File: src/sv/pmmu_pkg.sv
package pmmu_pkg;

    // Defaults for the top-level parameters
    localparam int NUM_PROCS_DEF      = 64;
    localparam int PAGES_PER_PROC_DEF = 32;

    // Fixed geometry
    localparam int NUM_FRAMES     = 32;
    localparam int RESERVED_PAGES = 3;
    localparam int OS_FRAMES      = 3;
    localparam int PAGE_WORDS     = 2048;

    localparam int VA_W    = 16;
    localparam int OFF_W   = $clog2(PAGE_WORDS);
    localparam int VPN_W   = VA_W - OFF_W;
    localparam int CMD_W   = 3;
    localparam int PID_W   = 6;
    localparam int ST_W    = 3;
    localparam int FRAME_W = 5;
    localparam int CNT_W   = 6;
    localparam int PTE_W   = 8;
    localparam int BMAP_W  = 32;
    localparam int Q_DEPTH = 2;
    localparam int QC_W    = 2;

    // Frame bitmap masks
    localparam logic [BMAP_W-1:0] FRAME_MASK = (NUM_FRAMES >= BMAP_W) ? {BMAP_W{1'b1}} :
        BMAP_W'((64'd1 << NUM_FRAMES) - 64'd1);
    localparam logic [BMAP_W-1:0] FREE_RESET = FRAME_MASK &
        ~BMAP_W'((64'd1 << OS_FRAMES) - 64'd1);

    // Page table entry layout
    localparam int PTE_VALID_BIT = 0;
    localparam int PTE_READ_BIT  = 1;
    localparam int PTE_WRITE_BIT = 2;
    localparam int PTE_FRAME_LSB = 3;

    // Command codes
    localparam logic [CMD_W-1:0] CMD_READ    = 3'd0;
    localparam logic [CMD_W-1:0] CMD_WRITE   = 3'd1;
    localparam logic [CMD_W-1:0] CMD_ALLOC   = 3'd2;
    localparam logic [CMD_W-1:0] CMD_FREE    = 3'd3;
    localparam logic [CMD_W-1:0] CMD_RELEASE = 3'd4;

    // Status codes
    localparam logic [ST_W-1:0] ST_OK        = 3'd0;
    localparam logic [ST_W-1:0] ST_RESERVED  = 3'd1;
    localparam logic [ST_W-1:0] ST_NOT_VALID = 3'd2;
    localparam logic [ST_W-1:0] ST_NO_READ   = 3'd3;
    localparam logic [ST_W-1:0] ST_NO_WRITE  = 3'd4;
    localparam logic [ST_W-1:0] ST_ALREADY   = 3'd5;
    localparam logic [ST_W-1:0] ST_NO_FRAME  = 3'd6;

    typedef enum logic [2:0] {
        OP_READ,
        OP_WRITE,
        OP_ALLOC,
        OP_FREE,
        OP_RELEASE,
        OP_RESERVED,
        OP_IGNORE
    } t_op;

    typedef enum logic [2:0] {
        S_CLEAR,
        S_IDLE,
        S_EXEC,
        S_WALK,
        S_FIN
    } t_state;

    typedef struct packed {
        logic [CMD_W-1:0] cmd;
        logic [PID_W-1:0] proc_id;
        logic [VA_W-1:0]  vaddr;
        logic             allow_read;
        logic             allow_write;
    } t_in_item;

    typedef struct packed {
        logic [ST_W-1:0]    status;
        logic [VA_W-1:0]    paddr;
        logic [FRAME_W-1:0] frame;
        logic [CNT_W-1:0]   freed_count;
    } t_out_item;

    // Classified command handed from front to back
    typedef struct packed {
        t_op              op;
        logic [OFF_W-1:0] off;
        logic             allow_read;
        logic             allow_write;
    } t_job;

endpackage

File: src/sv/pmmu_front.sv
module pmmu_front import pmmu_pkg::*; #(
    parameter int NUM_PROCS      = NUM_PROCS_DEF,
    parameter int PAGES_PER_PROC = PAGES_PER_PROC_DEF,
    localparam int SLOT_W        = $clog2(NUM_PROCS * PAGES_PER_PROC),
    localparam int PG_W          = $clog2(PAGES_PER_PROC),
    localparam int PIDX_W        = (NUM_PROCS > 1) ? $clog2(NUM_PROCS) : 1
) (
    input  logic              i_clk,
    input  logic              i_rst_n,
    input  logic              i_in_valid,
    output logic              o_in_stall,
    input  t_in_item          i_in,
    input  logic              i_ready,
    output logic              o_q_valid,
    output t_job              o_q_job,
    output logic [SLOT_W-1:0] o_q_slot,
    input  logic              i_q_pop
);

    logic [PIDX_W-1:0] pid_tab [2**PID_W];
    logic [VPN_W-1:0]  vpn;
    logic              rsv;
    logic [PG_W-1:0]   pg_sel;
    logic [31:0]       base_full;
    logic [SLOT_W-1:0] slot;
    t_job              job;
    logic              push;

    t_job              r_q_job  [Q_DEPTH];
    logic [SLOT_W-1:0] r_q_slot [Q_DEPTH];
    logic              r_wp, n_wp;
    logic              r_rp, n_rp;
    logic [QC_W-1:0]   r_q_cnt, n_q_cnt;

    // Fold the process number into range
    for (genvar g = 0; g < 2**PID_W; g++) begin : g_pid
        assign pid_tab[g] = PIDX_W'(g % NUM_PROCS);
    end

    // Classify the incoming item
    assign vpn = i_in.vaddr[VA_W-1:OFF_W];
    assign rsv = (32'(vpn) < RESERVED_PAGES) || (32'(vpn) >= PAGES_PER_PROC);

    always_comb begin
        job.off         = i_in.vaddr[OFF_W-1:0];
        job.allow_read  = i_in.allow_read;
        job.allow_write = i_in.allow_write;
        unique case (i_in.cmd)
            CMD_READ:    job.op = rsv ? OP_RESERVED : OP_READ;
            CMD_WRITE:   job.op = rsv ? OP_RESERVED : OP_WRITE;
            CMD_ALLOC:   job.op = rsv ? OP_RESERVED : OP_ALLOC;
            CMD_FREE:    job.op = rsv ? OP_RESERVED : OP_FREE;
            CMD_RELEASE: job.op = OP_RELEASE;
            default:     job.op = OP_IGNORE;
        endcase
    end

    // Table slot; release starts at the process base
    assign pg_sel    = (job.op == OP_RELEASE) ? '0 : PG_W'(vpn);
    assign base_full = 32'(pid_tab[i_in.proc_id]) * 32'(PAGES_PER_PROC);
    assign slot      = SLOT_W'(base_full) + SLOT_W'(pg_sel);

    // Queue toward the back end
    assign o_in_stall = (r_q_cnt == QC_W'(Q_DEPTH)) || !i_ready;
    assign push       = i_in_valid && !o_in_stall;
    assign o_q_valid  = (r_q_cnt != '0);
    assign o_q_job    = r_q_job[r_rp];
    assign o_q_slot   = r_q_slot[r_rp];

    assign n_wp    = push ? ~r_wp : r_wp;
    assign n_rp    = i_q_pop ? ~r_rp : r_rp;
    assign n_q_cnt = r_q_cnt + QC_W'(push) - QC_W'(i_q_pop);

    always_ff @(posedge i_clk) begin
        if (!i_rst_n) begin
            r_wp    <= 1'b0;
            r_rp    <= 1'b0;
            r_q_cnt <= '0;
        end else begin
            r_wp    <= n_wp;
            r_rp    <= n_rp;
            r_q_cnt <= n_q_cnt;
        end
    end

    // Store the queued item
    always_ff @(posedge i_clk) begin
        if (push) begin
            r_q_job[r_wp]  <= job;
            r_q_slot[r_wp] <= slot;
        end
    end

endmodule

File: config.mk
export PLATFORM = sky130hd
export DESIGN_NAME = pmmu_front
export DESIGN_NICKNAME = d
export VERILOG_FILES = /design/src/sv/pmmu_pkg.sv /design/src/sv/pmmu_front.sv
export SDC_FILE = /design/constraint.sdc
export NUM_CORES = 1
export LEC_CHECK = 0
export BUFFER_PORTS_ARGS = -buffer_cell sky130_fd_sc_hd__buf_4
export CELL_PAD_IN_SITES_DETAIL_PLACEMENT = 0
export CELL_PAD_IN_SITES_GLOBAL_PLACEMENT = 1
export CORE_UTILIZATION = 39
export DETAILED_ROUTE_END_ITERATION = 8
export PLACE_DENSITY_LB_ADDON = 0.1
export RECOVER_POWER = 25
export SETUP_SLACK_MARGIN = 0.2
export SYNTH_ARGS = -nofsm -noshare
export SYNTH_HDL_FRONTEND = slang
export SYNTH_SLANG_ARGS = --single-unit
File: constraint.sdc
create_clock -name i_clk -period 2.2 [get_ports i_clk]
set_input_delay 0.11 -clock i_clk [delete_from_list [all_inputs] [get_ports i_clk]]
set_output_delay 0.11 -clock i_clk [all_outputs]
set_load 0.005 [all_outputs]
==> run metrics <==
synthesized area 0.00237 mm^2; Power Total 2.58 mW; pre-CTS setup slack 0.689 ns; Max-Cap Viols 0; post-layout minimum cycle time 1.73 ns; crit end category output port; run status completed; Final Slew Violations 0; via count 1323; GRT Resource Usage Total 0.141; CTS resizes 0; slowest stage cell, crit path dfxtp_2; chip height 80.0 um; syn_area_per_cell 19.1 um^2; area of placed instances 0.00292 mm^2; Seq cells post-synth 59; peak supply drop 0.000408 V; Starting Density 0.403; Slew HR 0.498; Power Density 791 mW/mm^2; HPWL Detailed 2760 um; top_reg_cell synth edfxtp_1; post-synth net total between 150 and 200; required time worst endpoint 2.09 ns; Gate Count Post-Synth 124; RSZ-0062 raised after global routing no; Clock Skew about 0.0041 ns; Area Overhead vs Synth 37.2%; Register Area 0.00172 mm^2; slowest stage delay, CP around 0.53 ns; NetSw about 0.55 mW; initial drt markers between 50 and 60; initial antenna violation count 0; Max Root-Sink Buffers 2; post-route ant nets 0; P_int 2.03 mW; Slew @ Worst Pin 0.735 ns; multi-input logic area approximately 580 um^2; drt first pass iters 4; FP Rows 28; # clock sinks 59; Fillers ~520; CP max FO 12; largest net degree at the start of global routing 28; CTS tree built; DRC errors left 0; Die W 80.0 um; final worst-path cycle share 0.785; fin worst setup slack 0.473 ns; Layout Cells excl Fill ~300; Post-synth ARST share 0; Hold WS approximately 0.043 ns; worst min path class in -> reg; Post-synth EDFFs 54; Final Hold Vio Count 0; core footprint 0.00589 mm^2; total CTS buffers 9; Worst-path clk slew ~0.060 ns; CP arrival 1.62 ns; share of layout cells above drive strength 1 0.455; vias in the first global route approximately 1400; post-layout instance area about 0.0033 mm^2; post-layout util 0.553; Comb power frac 0.140; Fin Setup TNS 0 ns; final setup vio count 0; ANT cells 0; Top cell by count, worst path buf_4; die area 0.00640 mm^2; Seq/Total Area, Yosys 0.725; Synthesis Warnings 0; Startpoint Class flip-flop; GPL Wtd Cong slightly below 0.7; worst-path cell chain buf_4, mux2_4, buf_4; io pins 61; number of port buffers 60; sequential power share 0.512; vias per inst 4.48; first-pass GRT wire length 6370 um; Switching Share 0.213; later-pin clock latency in the skew report about 0.32 ns; WL/cell 13.5 um; Post-Place Cells 260; fraction of power consumed by the clock network 0.348; H-tree depth reported by CTS 3; f_max 579 MHz; grt ovf 0; number of library cell types mapped by synthesis 23; CTS Root Cell clkbuf_8; total wire length 3990 um; Lkg Pwr 1.29 nW; Final #Nets 249; WS Path Type reg -> out
-- repair_timing --
action                    4_1_cts  5_1_grt
setup buffers                   0        0
hold endpoints to repair       38        0
hold buffers                   19        0
-- cell type report --
type | instances | share of cell area
Sequential cell | 59 | 0.529
Timing Repair Buffer | 83 | 0.202
Multi-Input combinational cell | 58 | 0.179
Clock buffer | 10 | 0.0392
Tap cell | 75 | 0.0288
Clock inverter | 6 | 0.0173
Inverter | 4 | 0.00461
-- path summary, 6_finish.rpt --
kind                            startpoint       endpoint  slack (ns)  cells after the start
worst min-delay path               i_rst_n     r_q_cnt[0]        0.04                      2
worst max-delay path             flip-flop    o_q_job[11]        0.47                      3
worst min register to register        r_wp           r_wp        0.51                      2
worst max register to register  r_q_cnt[0]  r_q_job[0][2]        0.70                      4
-- cells in the mapped netlist (2+ instances only) --
cell      instances  share of area
a21oi_1           2         0.0042
nor2b_1           6          0.016
inv_1             3         0.0047
dfxtp_1           5          0.042
and2_1            3         0.0079
ha_1              2          0.011
edfxtp_1         54           0.68
buf_6             3          0.014
nor2_1            5         0.0079
mux2_1            7          0.033
nand2b_1          2         0.0053
nand2_1           2         0.0032
mux2_4           20           0.13
-- worst max-delay path, delay by kind of cell (launching register included) --
family / cells / cell delay (ns)
buffers and inverters: 2 / 0.44
DFF: 1 / 0.53
muxes: 1 / 0.32
-- cell usage in the layout, fill, tap and decap left out, types with 2 or more instances in the layout --
master	n
inv_1	3
clkbuf_4	11
a21oi_1	2
dlygate4sd3_1	19
dfxtp_1	4
mux2_4	20
clkinv_2	3
and2_1	3
edfxtp_1	54
nand2b_1	2
clkbuf_8	9
mux2_1	7
nor2_1	5
ha_1	2
nand2_1	2
nor2b_1	5
buf_4	50
nor3_1	2
clkbuf_1	4
-- kinds of logic (layout without fill, tap and decap cells) --
| logic type | after synthesis | in the layout | synth area share |
|---|---|---|---|
| compound gates | 3 | 3 | 0.0158 |
| fa+ha+maj | 2 | 2 | 0.0105 |
| simple gates | 23 | 23 | 0.0564 |
| buf+inv | 7 | 103 | 0.0206 |
| xor+xnor | 2 | 2 | 0.00738 |
| mux | 28 | 28 | 0.164 |
| flops | 59 | 59 | 0.725 |
-- routing by layer --
metal / share of wire / wire, um / track usage / up-vias
li1: - / - / - / 647
met1: 0.42 / 1670 / 0.148 / 628
met2: 0.52 / 2080 / 0.247 / 41
met3: 0.040 / 159 / 0.0366 / 7
met4: 0.022 / 89 / 0.0964 / 0
met5: 0 / 0 / 0 / -
-- power by group through the flow --
stage | combinational [mW] | sequential, mW | clock, mW
after floorplan | 0.189 | 1.33 | 0
after global placement | 0.339 | 1.34 | 0
after detailed placement | 0.349 | 1.34 | 0
after CTS | 0.377 | 1.32 | 0.929
after global routing | 0.393 | 1.33 | 0.965
final | 0.360 | 1.32 | 0.898
-- flip-flops by register name, indices dropped and copies added (netlist names), named ones only --
| register | flops |
|---|---|
| r_q_job | 32 |
| r_q_slot | 22 |
| r_q_cnt | 2 |
| r_rp | 1 |
| r_wp | 1 |
Power figures use the tool's default switching activity.
